**config.mk**
```make
export PLATFORM = sky130hd
export DESIGN_NAME = ps2_mouse_packet_event_fifo_unit_flat
export DESIGN_NICKNAME = d
export VERILOG_FILES = /design/src/hdl/ps2mq_pkg.sv /design/src/hdl/ps2mq_intf.sv /design/src/hdl/ps2mq_assembler.sv /design/src/hdl/ps2mq_queue.sv /design/src/hdl/ps2mq_out_stage.sv /design/src/hdl/ps2mq_top_note.sv /design/src/hdl/ps2_mouse_packet_event_fifo_unit.sv /design/src/flat_wrapper.sv
export SDC_FILE = /design/constraint.sdc
export NUM_CORES = 1
export LEC_CHECK = 0
export BUFFER_PORTS_ARGS = -buffer_cell sky130_fd_sc_hd__buf_2
export CORE_MARGIN = 2
export CORE_UTILIZATION = 40
export DETAILED_ROUTE_END_ITERATION = 7
export PLACE_DENSITY = 0.58
export SYNTH_ARGS = -nofsm -noshare
export SYNTH_HDL_FRONTEND = slang
export SYNTH_SLANG_ARGS = --single-unit
```
**constraint.sdc**
```tcl
create_clock -name clk -period 3.62 [get_ports clk]
set_input_delay 0.362 -clock clk [delete_from_list [all_inputs] [get_ports clk]]
set_output_delay 0.362 -clock clk [all_outputs]
set_load 0.1 [all_outputs]
```
**src/hdl/ps2mq_pkg.sv**
```systemverilog
package ps2mq_pkg;

  localparam logic [7:0] SYNC_MASK   = 8'h08;
  localparam logic [7:0] BUTTON_MASK = 8'h07;

  typedef struct packed {
    logic signed [8:0] move_y;
    logic signed [7:0] move_x;
    logic [2:0]        buttons;
  } event_t;

  typedef struct packed {
    logic   complete;
    event_t evt;
  } packet_t;

  typedef struct packed {
    logic hit;
    logic dropped;
    logic pending;
  } queue_status_t;

endpackage

```
**src/hdl/ps2mq_intf.sv**
```systemverilog
interface ps2mq_in_if;
  logic       valid;
  logic       ready;
  logic       cmd;
  logic [7:0] rx_byte;

  modport source (output valid, output cmd, output rx_byte, input ready);
  modport sink (input valid, input cmd, input rx_byte, output ready);
endinterface

interface ps2mq_out_if;
  logic              valid;
  logic              ready;
  logic              event_valid;
  logic [2:0]        buttons;
  logic signed [7:0] move_x;
  logic signed [8:0] move_y;
  logic              pending;
  logic              dropped;

  modport source (output valid, output event_valid, output buttons, output move_x,
                  output move_y, output pending, output dropped, input ready);
  modport sink (input valid, input event_valid, input buttons, input move_x,
                input move_y, input pending, input dropped, output ready);
endinterface

```
**src/hdl/ps2mq_assembler.sv**
```systemverilog
module ps2mq_assembler
  import ps2mq_pkg::*;
(
  input  logic       clk,
  input  logic       rst_n,
  input  logic       byte_take,
  input  logic [7:0] rx_byte,
  output packet_t    pkt
);

  typedef enum logic [2:0] {
    POS_HEAD = 3'b001,
    POS_DX   = 3'b010,
    POS_DY   = 3'b100
  } pos_t;

  pos_t       pos_r, pos_nxt;
  logic [7:0] head_r, head_nxt;
  logic [7:0] dx_r, dx_nxt;
  logic       complete;

  always_comb begin
    pos_nxt  = pos_r;
    head_nxt = head_r;
    dx_nxt   = dx_r;
    complete = 1'b0;
    if (byte_take) begin
      unique case (pos_r)
        POS_HEAD: begin
          if ((rx_byte & SYNC_MASK) != 8'h00) begin
            head_nxt = rx_byte;
            pos_nxt  = POS_DX;
          end
        end
        POS_DX: begin
          dx_nxt  = rx_byte;
          pos_nxt = POS_DY;
        end
        POS_DY: begin
          complete = 1'b1;
          pos_nxt  = POS_HEAD;
        end
        default: pos_nxt = POS_HEAD;
      endcase
    end
  end

  always_ff @(posedge clk) begin
    if (!rst_n) begin
      pos_r <= POS_HEAD;
    end else begin
      pos_r <= pos_nxt;
    end
  end

  always_ff @(posedge clk) begin
    head_r <= head_nxt;
    dx_r   <= dx_nxt;
  end

  always_comb begin
    pkt.complete    = complete;
    pkt.evt.buttons = head_r[2:0] & BUTTON_MASK[2:0];
    pkt.evt.move_x  = $signed(dx_r);
    pkt.evt.move_y  = -$signed({rx_byte[7], rx_byte});
  end

endmodule

```
**src/hdl/ps2mq_queue.sv**
```systemverilog
module ps2mq_queue
  import ps2mq_pkg::*;
#(
  parameter int QUEUE_DEPTH = 64
) (
  input  logic          clk,
  input  logic          rst_n,
  input  logic          step,
  input  packet_t       pkt,
  input  logic          pop_req,
  output event_t        rd_evt,
  output queue_status_t status
);

  localparam int PW = (QUEUE_DEPTH > 1) ? $clog2(QUEUE_DEPTH) : 1;
  localparam logic [PW-1:0] LAST = PW'(QUEUE_DEPTH - 1);

  event_t        mem [QUEUE_DEPTH];
  event_t        rdata_r;
  logic [PW-1:0] wr_r, wr_nxt, rd_r, rd_nxt, wr_adv, rd_adv;
  logic          empty, full, do_push, do_pop;

  assign wr_adv  = (wr_r == LAST) ? '0 : wr_r + 1'b1;
  assign rd_adv  = (rd_r == LAST) ? '0 : rd_r + 1'b1;
  assign empty   = (wr_r == rd_r);
  assign full    = (wr_adv == rd_r);
  assign do_push = step && pkt.complete && !full;
  assign do_pop  = step && pop_req && !empty;
  assign wr_nxt  = do_push ? wr_adv : wr_r;
  assign rd_nxt  = do_pop ? rd_adv : rd_r;

  always_comb begin
    status.hit     = do_pop;
    status.dropped = step && pkt.complete && full;
    status.pending = (wr_nxt != rd_nxt);
  end

  always_ff @(posedge clk) begin
    if (!rst_n) begin
      wr_r <= '0;
      rd_r <= '0;
    end else begin
      wr_r <= wr_nxt;
      rd_r <= rd_nxt;
    end
  end

  always_ff @(posedge clk) begin
    if (do_push) begin
      mem[wr_r] <= pkt.evt;
    end
    if (step && pop_req) begin
      rdata_r <= mem[rd_r];
    end
  end

  assign rd_evt = rdata_r;

  a_wr_range: assert property (@(posedge clk) disable iff (!rst_n)
    wr_r <= LAST) else $error("write index out of range");
  a_rd_range: assert property (@(posedge clk) disable iff (!rst_n)
    rd_r <= LAST) else $error("read index out of range");
  a_push_fills: assert property (@(posedge clk) disable iff (!rst_n)
    do_push |=> (wr_r != rd_r)) else $error("queue empty after push");
  a_pop_adv: assert property (@(posedge clk) disable iff (!rst_n)
    do_pop |=> (rd_r == $past(rd_adv))) else $error("read index did not advance");
  a_drop_full: assert property (@(posedge clk) disable iff (!rst_n)
    status.dropped |=> (wr_r == $past(wr_r))) else $error("write on dropped packet");

endmodule

```
**src/hdl/ps2mq_out_stage.sv**
```systemverilog
module ps2mq_out_stage
  import ps2mq_pkg::*;
(
  input  logic          clk,
  input  logic          rst_n,
  input  logic          load,
  input  logic          take,
  input  queue_status_t status,
  input  event_t        rd_evt,
  output logic          busy,
  output logic          event_valid,
  output logic [2:0]    buttons,
  output logic signed [7:0] move_x,
  output logic signed [8:0] move_y,
  output logic          pending,
  output logic          dropped
);

  logic          valid_r, valid_nxt;
  queue_status_t st_r;

  assign valid_nxt = load ? 1'b1 : (take ? 1'b0 : valid_r);

  always_ff @(posedge clk) begin
    if (!rst_n) begin
      valid_r <= 1'b0;
      st_r    <= '0;
    end else begin
      valid_r <= valid_nxt;
      if (load) begin
        st_r <= status;
      end
    end
  end

  assign busy        = valid_r;
  assign event_valid = st_r.hit;
  assign buttons     = st_r.hit ? rd_evt.buttons : 3'd0;
  assign move_x      = st_r.hit ? rd_evt.move_x : 8'sd0;
  assign move_y      = st_r.hit ? rd_evt.move_y : 9'sd0;
  assign pending     = st_r.pending;
  assign dropped     = st_r.dropped;

endmodule

```
**src/hdl/ps2mq_top_note.sv**
```systemverilog
module ps2mq_sync_check
  import ps2mq_pkg::*;
(
  input logic clk,
  input logic rst_n,
  input logic in_valid,
  input logic in_ready,
  input logic out_valid,
  input logic out_ready,
  input logic out_event_valid,
  input logic out_dropped
);

  a_in_hold: assert property (@(posedge clk) disable iff (!rst_n)
    (in_valid && !in_ready) |=> in_valid) else $error("input valid dropped while stalled");
  a_out_hold: assert property (@(posedge clk) disable iff (!rst_n)
    (out_valid && !out_ready) |=> out_valid) else $error("result dropped while stalled");
  a_excl: assert property (@(posedge clk) disable iff (!rst_n)
    out_valid |-> !(out_event_valid && out_dropped)) else $error("pop and drop together");
  a_res: assert property (@(posedge clk) disable iff (!rst_n)
    (in_valid && in_ready) |=> out_valid) else $error("transfer gave no result");

endmodule

```
**src/hdl/ps2_mouse_packet_event_fifo_unit.sv**
```systemverilog
// PS/2 mouse packet decoder with an event queue. Each input transfer is either a received
// mouse byte (cmd 0) or a pop request (cmd 1) and gives exactly one result transfer.
// Bytes are assembled into three-byte packets; an opening byte without bit 3 set is
// discarded. A complete packet is pushed as an event (buttons, move_x, negated move_y)
// into a circular queue of QUEUE_DEPTH slots holding at most QUEUE_DEPTH-1 events; when
// full the event is dropped and the result carries dropped = 1. One item is accepted per
// cycle unless a held result is stalled; its result is in the output register in the next
// cycle, fed by a combinational decode and queue update and by the registered read port
// of the event memory. A stalled output holds the input side until the result is taken.
module ps2_mouse_packet_event_fifo_unit
  import ps2mq_pkg::*;
#(
  parameter int QUEUE_DEPTH = 64
) (
  input logic         clk,
  input logic         rst_n,
  ps2mq_in_if.sink    in_ch,
  ps2mq_out_if.source out_ch
);

  logic          in_fire, out_fire, busy, byte_take;
  packet_t       pkt;
  queue_status_t status;
  event_t        rd_evt;

  assign out_fire    = out_ch.valid && out_ch.ready;
  assign in_ch.ready = !busy || out_ch.ready;
  assign in_fire     = in_ch.valid && in_ch.ready;
  assign byte_take   = in_fire && !in_ch.cmd;

  ps2mq_assembler u_asm (
    .clk       (clk),
    .rst_n     (rst_n),
    .byte_take (byte_take),
    .rx_byte   (in_ch.rx_byte),
    .pkt       (pkt)
  );

  ps2mq_queue #(
    .QUEUE_DEPTH (QUEUE_DEPTH)
  ) u_queue (
    .clk     (clk),
    .rst_n   (rst_n),
    .step    (in_fire),
    .pkt     (pkt),
    .pop_req (in_ch.cmd),
    .rd_evt  (rd_evt),
    .status  (status)
  );

  ps2mq_out_stage u_out (
    .clk         (clk),
    .rst_n       (rst_n),
    .load        (in_fire),
    .take        (out_fire),
    .status      (status),
    .rd_evt      (rd_evt),
    .busy        (busy),
    .event_valid (out_ch.event_valid),
    .buttons     (out_ch.buttons),
    .move_x      (out_ch.move_x),
    .move_y      (out_ch.move_y),
    .pending     (out_ch.pending),
    .dropped     (out_ch.dropped)
  );

  assign out_ch.valid = busy;

  ps2mq_sync_check u_chk (
    .clk             (clk),
    .rst_n           (rst_n),
    .in_valid        (in_ch.valid),
    .in_ready        (in_ch.ready),
    .out_valid       (out_ch.valid),
    .out_ready       (out_ch.ready),
    .out_event_valid (out_ch.event_valid),
    .out_dropped     (out_ch.dropped)
  );

endmodule
```
**src/flat_wrapper.sv**
```systemverilog
// flat-port wrapper written by rule: the top's interface ports become plain ports
module ps2_mouse_packet_event_fifo_unit_flat import ps2mq_pkg::*;
#(
  parameter int QUEUE_DEPTH = 64
)
  (clk, rst_n, in_ch_valid, in_ch_cmd, in_ch_rx_byte, in_ch_ready, out_ch_valid, out_ch_event_valid, out_ch_buttons, out_ch_move_x, out_ch_move_y, out_ch_pending, out_ch_dropped, out_ch_ready);
  ps2mq_in_if in_ch_i ();
  ps2mq_out_if out_ch_i ();
  input logic clk;
  input logic rst_n;
  input wire logic [$bits(in_ch_i.valid)-1:0] in_ch_valid;
  input wire logic [$bits(in_ch_i.cmd)-1:0] in_ch_cmd;
  input wire logic [$bits(in_ch_i.rx_byte)-1:0] in_ch_rx_byte;
  output wire logic [$bits(in_ch_i.ready)-1:0] in_ch_ready;
  output wire logic [$bits(out_ch_i.valid)-1:0] out_ch_valid;
  output wire logic [$bits(out_ch_i.event_valid)-1:0] out_ch_event_valid;
  output wire logic [$bits(out_ch_i.buttons)-1:0] out_ch_buttons;
  output wire logic [$bits(out_ch_i.move_x)-1:0] out_ch_move_x;
  output wire logic [$bits(out_ch_i.move_y)-1:0] out_ch_move_y;
  output wire logic [$bits(out_ch_i.pending)-1:0] out_ch_pending;
  output wire logic [$bits(out_ch_i.dropped)-1:0] out_ch_dropped;
  input wire logic [$bits(out_ch_i.ready)-1:0] out_ch_ready;
  assign in_ch_i.valid = in_ch_valid;
  assign in_ch_i.cmd = in_ch_cmd;
  assign in_ch_i.rx_byte = in_ch_rx_byte;
  assign in_ch_ready = in_ch_i.ready;
  assign out_ch_valid = out_ch_i.valid;
  assign out_ch_event_valid = out_ch_i.event_valid;
  assign out_ch_buttons = out_ch_i.buttons;
  assign out_ch_move_x = out_ch_i.move_x;
  assign out_ch_move_y = out_ch_i.move_y;
  assign out_ch_pending = out_ch_i.pending;
  assign out_ch_dropped = out_ch_i.dropped;
  assign out_ch_i.ready = out_ch_ready;
  ps2_mouse_packet_event_fifo_unit #(.QUEUE_DEPTH(QUEUE_DEPTH)) u_core (.clk(clk), .rst_n(rst_n), .in_ch(in_ch_i), .out_ch(out_ch_i));
endmodule
```
==> summary by stage, run 1 <==
Drt
After the first detailed-routing iteration, the DRC count stood at 3,049. The number of vias per cell is 5.72. In the routed design, unresolved DRC markers number 0. The count of vias placed by the detailed router is 23,200. The count of nets left with antenna violations once routing finished came out at 0. After detailed routing, the average wire length per cell comes to 30.0 um. The post-detailed-routing wire length is 122,000 um. The number of detailed-route iterations in the first pass is 6.

Logic synthesis
Counting flops and latches in the post-synthesis netlist gives 1,330. By area the synthesized netlist is led by edfxtp_1, mux4_2, dfxtp_1. The total number of yosys warnings is 0. In this run, distinct cell masters in the synthesized netlist total 54. Of all flip-flops after synthesis, the portion carrying an async set or reset was 0%. The most used flip-flop cell after synthesis is edfxtp_1. Sequential elements use 77.8% of the synthesized area. The net count after synthesis is 2,114. Synthesis produced a netlist whose cell count is 2,098. The area fraction of the dominant cell type after synthesis is 77.0%.

Counting flops with a built-in enable in the synthesized netlist gives 1,311. The largest total area in the synthesized netlist belongs to edfxtp_1. The area of the mapped netlist is 51,100 um2. Each instance of the synthesized netlist takes up on average 24.4 um2.

Timing
For the final routed database, the setup TNS stands at -6.48 ns. The minimum period implied by the final worst setup slack is 3.78 ns. The worst clock skew is 0.0261 ns. For this run, the top clock speed supported by timing is 264 MHz. In this run the tightest slew margin relative to its limit is 14.9%. The count of final max-slew check failures is 0.

After layout, the worst setup slack is -0.161 ns. For the pin with the worst max-slew slack, the measured transition is 1.28 ns. The final hold violation count is 0.

In the finished design, the share of the clock period the worst path needs comes to 104%. Setup repair after global routing could not meet its margin everywhere. Setup violations remaining at the end of the flow were counted as 60.

Floorplanning
The floorplan step set the die height to 361 um. In this run the horizontal extent of the chip is 361 um. For this configuration, the core starts out at a cell density of 40.2%.

The floorplan step defined a die boundary enclosing 131,000 um2. The initialized floorplan defines 131 standard-cell rows. The core box area is 127,000 um2. The number of ports placed on the die boundary is 38.

Critical path
The launching element type of the critical path is a flop. The worst setup path is captured at a flop. For the worst setup path, the data required time is 3.95 ns. STA puts the critical path data arrival time at 4.11 ns.

The path type of the worst setup path is reg -> reg. Walking the worst path, the cells encountered are ha_1 > and3_1 > nor2b_1 > a211o_1 > and4_4 > a21oi_4 > and2b_1 > nand3_1 > buf_4 > nor2_2. In this design, the stage delay of the slowest critical-path cell is 0.95 ns. The slowest cell on the critical path is nor2_2.

The maximum net fanout on the critical path is 20.

Outcome
The run finished, with violations left. The final reports fail on negative setup slack.

Global routing
The wire length of the first global-routing pass is 174,000 um. The via count of the first global-routing pass is 23,500. The maximum number of pins on one net before global-route repair is 72. Global routing used 18.7% of the available tracks across all layers.

For this run the aggregate overflow at the end of global routing stands at 0. The initial antenna violation count was 12.

CTS
The buffer depth of the longest clock path is 3. CTS placed an instance of clkbuf_16 at the clock tree root. The number of levels in the clock H-tree is 4.

The tree built by TritonCTS fans out to 1,330 sinks. The clock-pin slew on the worst setup and hold paths is 0.06 ns. Counting the buffers created by CTS gives 137. The latest clock arrival within the worst-skew pair is 0.74 ns.

After clock tree synthesis, the setup repair step added 0 buffers. TritonCTS built the clock tree.

Power and ir drop
The power per standard cell area is 520 nW/um2. Across the VDD grid, the largest voltage drop is 0.321 mV. The analysis attributes to cell leakage a power of 17.4 nW. The overall power is 30.5 mW.

Placement
The congestion estimate from routability-driven global placement came to 0.876. The instance area after placement is 54,200 um2. The number of input and output port buffers inserted is 37. The HPWL after detailed placement is 74,100 um. At the placement stage, the worst setup path has a slack of -0.0902 ns.

Run
The tool flagged a number of max-cap violations equal to 0.

Final layout
The share of layout cells above drive strength 1 is 35.2%. The layout net count is 2,306. After routing the design area is 58,700 um2. Cells fill 46.1% of the core in the end.

The area growth from synthesis to layout is 14.8%.

Hold path
The min-delay analysis places its worst path in the category in -> reg.
state kept, by name, indices dropped and copies added (netlist names):
signal,count
u_core.u_asm.dx_r,8
u_core.u_asm.head_r,3
u_core.u_asm.pos_r,3
u_core.u_out.busy,1
u_core.u_out.dropped,1
u_core.u_out.event_valid,1
u_core.u_out.pending,1
u_core.u_queue.mem,1280
u_core.u_queue.rd_evt,20
u_core.u_queue.rd_r,6
u_core.u_queue.wr_r,6
logic make-up after synthesis:
family,share of synthesized area [%]
AO/OA/AOI/OAI,0.490
XOR/XNOR,0.411
adder cells (fa/ha/maj),0.0735
buffers and inverters,1.00
flip-flops,77.8
multiplexers,18.6
AND/OR/NAND/NOR,1.66
where the power goes:
part	internal, mW	total, mW	leakage (nW)	switching (mW)
Combinational	0.0421	0.288	3.43	0.246
Clock	7.67	13.4	2.05	5.69
Sequential	16.8	16.9	11.9	0.00893
cells in the mapped netlist, types with 7 or more instances:
| library cell | number |
|---|---|
| nor2b_1 | 17 |
| xor2_1 | 14 |
| buf_1 | 33 |
| nor2_1 | 76 |
| inv_1 | 7 |
| xnor2_1 | 10 |
| mux4_2 | 420 |
| clkbuf_1 | 40 |
| nand3_1 | 10 |
| buf_2 | 31 |
| and2_1 | 23 |
| nand2_1 | 10 |
| dfxtp_1 | 19 |
| edfxtp_1 | 1311 |
path summary, 6_finish.rpt:
kind	end	cells after the start	slack (ns)	start
max	u_core.u_queue.mem[46][11]	10	-0.16	u_core.u_queue.wr_r[0]
min	u_core.u_asm.pos_r[0]	2	0.06	rst_n
max reg2reg	u_core.u_queue.mem[46][11]	10	-0.16	u_core.u_queue.wr_r[0]
min reg2reg	u_core.u_asm.pos_r[1]	2	0.57	u_core.u_asm.pos_r[1]
area by class of cell:
type                    count  area, um2
repair buffers            162       1330
flip-flops and latches   1330      39800
clock buffers             175       3680
well taps                1662       2080
fillers                 10300      68500
clock inverters            67        544
diodes                      1       2.50
multi-input cells         651      11200
inverters                   8       30.0
worst max-delay path: cells and delay by family (launching register included):
kind | cells | cell delay [ns]
simple gates | 6 | 2.03
compound gates | 2 | 0.46
fa+ha+maj | 1 | 0.27
buf+inv | 1 | 0.27
flops | 1 | 0.32
timing repair:
item,in CTS,in global routing
gates resized for setup,9,14
endpoints found under the setup margin,220,356
hold endpoints to repair,10,0
gates cloned,0,1
hold buffers,9,0
pin swaps,0,1
cell usage in the layout (no fill, tap or decap), types with 6 or more instances in the layout:
cell type,count
a21oi_1,6
and2_1,23
and3_1,6
buf_12,15
buf_2,37
buf_4,101
bufinv_16,7
clkbuf_1,32
clkbuf_16,141
clkinv_1,29
clkinv_2,17
dfxtp_1,13
dlygate4sd3_1,9
edfxtp_1,1311
inv_1,7
inv_6,7
mux4_2,420
nand2_1,10
nand3_1,10
nor2_1,11
nor2_2,40
nor2_4,26
nor2b_1,17
xnor2_1,7
xor2_1,11
layer usage:
layer  part of all wire [%]  global-route usage (%)
met5                  0.011                       0
met4                    1.7                    4.34
met3                    7.4                    4.04
met2                     46                    28.1
met1                     45                    28.0
per-stage QoR:
step,hold WS (ns),std cells
finish,0.0648,4056
global route,0.0440,4055
CTS,0.00703,4054
detailed placement,0.541,3803
global placement,0.525,3803
floorplan,0.461,2098
(Power assumes the default switching activity.)
==> inputs of run 2 (changes only) <==
--- a/config.mk
+++ b/config.mk
@@ -7,9 +7,9 @@
 export LEC_CHECK = 0
 export BUFFER_PORTS_ARGS = -buffer_cell sky130_fd_sc_hd__buf_2
 export CORE_MARGIN = 2
-export CORE_UTILIZATION = 40
+export CORE_UTILIZATION = 63
 export DETAILED_ROUTE_END_ITERATION = 7
-export PLACE_DENSITY = 0.58
+export PLACE_DENSITY = 0.82
 export SYNTH_ARGS = -nofsm -noshare
 export SYNTH_HDL_FRONTEND = slang
 export SYNTH_SLANG_ARGS = --single-unit
==> run 2 against run 1 <==
Net effect: the run now ends clean; hold slack got worse by 0.032 ns; first-iteration DRC count is 56% higher; sequential cell count unchanged; via count grew 11%; core utilization is 26 points higher; setup slack better by 0.26 ns; design area shrank 1.7%; non-clock buffer count fell by 1.
==> summary by stage, run 2 (synthesis results as in run 1) <==
Outcome
The run finished with clean final reports.

Power and ir drop
The leakage power total is 17.3 nW. The overall power is 30.4 mW. The worst supply voltage drop on vdd is 0.390 mV.

The power per standard cell area is 528 nW/um2.

Critical path
The end of the worst register-to-register path is u_core.u_queue.mem[6][17]. The setup slack on the worst flop-to-flop path is 0.1 ns. The dominant cell type by count on the critical path is buf_4. The signal on the critical path passes through ha_2 > and3_1 > nand3_1 > o221ai_1 > o21ai_1 > a21oi_4 > and2b_1 > buf_4 > nand3_1 > buf_4 > nor2_2 > buf_4. Together, buffers and inverters on the worst path number 3. STA classifies the critical path endpoint as a flop.

The reg-to-reg critical path startpoint is u_core.u_queue.wr_r[0]. The arrival time reported for the critical path endpoint is 3.87 ns. The maximum net fanout on the critical path is 20. The required time of the worst setup path is 3.97 ns. Counting cells, the worst reg-to-reg path comes to 12. The slowest cell on the critical path is buf_4. The path type of the worst setup path is reg -> reg. The launching element type of the critical path is a flop. On the worst path, the slowest cell contributes a delay of 0.40 ns. The critical path's top delay family is simple AND/OR/NAND/NOR gates.

CTS
Clock tree synthesis selected as its root buffer the cell clkbuf_16. The number of levels in the clock H-tree is 3. The CTS tree is done. Clock-pin slew was measured on the worst setup and hold paths at 0.07 ns. The number of sinks on the clock net is 1,330. The later pin in the worst-skew pair is clocked with a latency of 0.70 ns.

The buffer depth of the longest clock path is 3. The TritonCTS buffer count is 119.

Hold path
The number of cells traversed by the worst hold path is 1. The path class of the tightest hold or removal check is in -> reg. The launch instance of the worst min-delay path is in_ch_rx_byte[1].

The worst hold path terminates at u_core.u_asm.head_r[1].

Final layout
The area growth from synthesis to layout is 12.8%. The share of layout cells above drive strength 1 is 35.6%. The multi-input gate area in the final layout is 11,200 um2.

The sequential cells in the finished layout cover a total of 39,800 um2. Cells fill 71.7% of the core in the end. The total of fill cells in the finished design is 4,005. The leading cell type in the layout, fill and taps excluded is edfxtp_1. After routing the design area is 57,700 um2.

The register with the most flip-flops in the final layout is u_core.u_queue.mem. Leaving out fill and tap cells, the most frequent cells in the layout are edfxtp_1, mux4_2, clkbuf_16. The register with the most flip-flops in the layout has 1,280 of them.

The layout net count is 2,287.

Timing
The count of final max-slew check failures was 0. The worst slew margin relative to its limit is 1.54%. Of the available clock period, the critical path in the final layout requires 97.2%. The final hold violation count is 0. The worst clock skew is 0.0307 ns. Derived from the worst setup path, the maximum achievable clock frequency is 284 MHz.

Setup repair after global routing left no endpoint under its margin. The pin slew with the least headroom to its limit is 1.48 ns. The final total negative setup slack is 0 ns.

Setup violations remaining at the end of the flow were counted as 0. The minimum period implied by the final worst setup slack is 3.52 ns.

Global routing
The via count of the first global-routing pass came to 25,700. The total global-route track usage is 34.3%. The wire length of the first global-routing pass is 197,000 um. The total overflow left after global routing is 0. The initial antenna violation count is 13. Entering global routing, the biggest net connects 104 pins.

Placement
Routability-driven placement finished with a final weighted congestion of 0.863. Once detailed placement completed, the half-perimeter wirelength came to 70,700 um. The count of buffers added on input and output ports is 37.

The instance area after placement is 53,500 um2.

Drt
The number of vias per cell is 7.49. The violation count after the first detailed-routing iteration is 4,758. The total DRC errors in the routed layout is 0. In this run the remaining antenna-violating nets after routing total 0. The number of detailed-route iterations in the first pass is 5. The post-detailed-routing wire length is 139,000 um. The wire length per cell after detailed routing is 40.6 um.

The count of vias placed by the detailed router is 25,700.

Floorplanning
The floorplan step set the die width to 289 um. The core region is 80,400 um2. The die is 289 um tall. The starting density of the core is 63.6%. The die covers 83,400 um2.

The number of placement rows is 104. Pin placement for this block handled 38 I/O pins.

Run
Across the run, the number of max-cap violations was 0.
-- run 2: cell types whose count changed in the layout (fill, tap and decap cells not counted), moves of 3 or more --
| cell | before | now |
|---|---|---|
| clkinv_2 | 17 | 28 |
| bufinv_16 | 7 | 20 |
| clkbuf_1 | 32 | 16 |
| clkinv_8 | 3 | 0 |
| clkbuf_16 | 141 | 121 |
| nor2_2 | 40 | 49 |
| nor2_4 | 26 | 17 |
| dlygate4sd3_1 | 9 | 4 |
-- run 2: power by group --
part | total, mW | switching [mW] | internal [mW]
Combinational | 0.297 | 0.257 | 0.0397
Sequential | 16.8 | 0.00660 | 16.8
Clock | 13.3 | 5.76 | 7.53
-- run 2: cell type report --
class	instances	share of cell area (%)
Sequential cell	1330	69.0
Multi-Input combinational cell	651	19.4
Clock buffer	137	5.36
Timing Repair Buffer	161	2.32
Tap cell	1060	2.30
Clock inverter	85	1.60
Inverter	8	0.0521
Antenna cell	1	0.00434
-- run 2: how the worst max path moves through the flow --
stage                                       from                         to  slack (ns)  cells after the start
after floorplan                u_core.u_out.busy  u_core.u_queue.mem[14][0]       -0.11                      7
after global placement    u_core.u_queue.wr_r[0]  u_core.u_queue.mem[60][2]        0.24                     10
after detailed placement  u_core.u_queue.wr_r[0]  u_core.u_queue.mem[60][2]        0.12                     10
after CTS                 u_core.u_queue.wr_r[0]  u_core.u_queue.mem[24][0]        0.02                     10
after global routing      u_core.u_queue.wr_r[0]  u_core.u_queue.mem[30][3]        0.03                     11
final                     u_core.u_queue.wr_r[0]  u_core.u_queue.mem[6][17]         0.1                     12
-- run 2: layer usage --
layer | vias to the layer above | part of all wire [%] | GRT usage, %
met5 | - | 0.077 | 0
met4 | 16 | 4.6 | 14.3
met3 | 410 | 13 | 8.17
met2 | 2474 | 50 | 55.5
met1 | 13400 | 33 | 46.0
li1 | 9357 | - | -
-- run 2: timing repair --
item                                    CTS  global route
endpoints found under the setup margin  113           192
pin swaps                                 0             2
gates cloned                              0             1
gates resized for setup                   8             6
buffers inserted                          0             1
hold buffers                              4             0
hold endpoints to repair                  4             0
-- run 2: metrics by stage --
| step | hold WS [ns] | instances | setup WS, ns |
|---|---|---|---|
| 2_1_floorplan | 0.461 | 2098 | -0.106 |
| 3_3_place_gp | 0.506 | 3204 | 0.235 |
| 3_5_place_dp | 0.530 | 3204 | 0.117 |
| 4_1_cts | 0.00886 | 3430 | 0.0164 |
| 5_1_grt | 0.0273 | 3432 | 0.0344 |
| 6_report | 0.0323 | 3433 | 0.0998 |
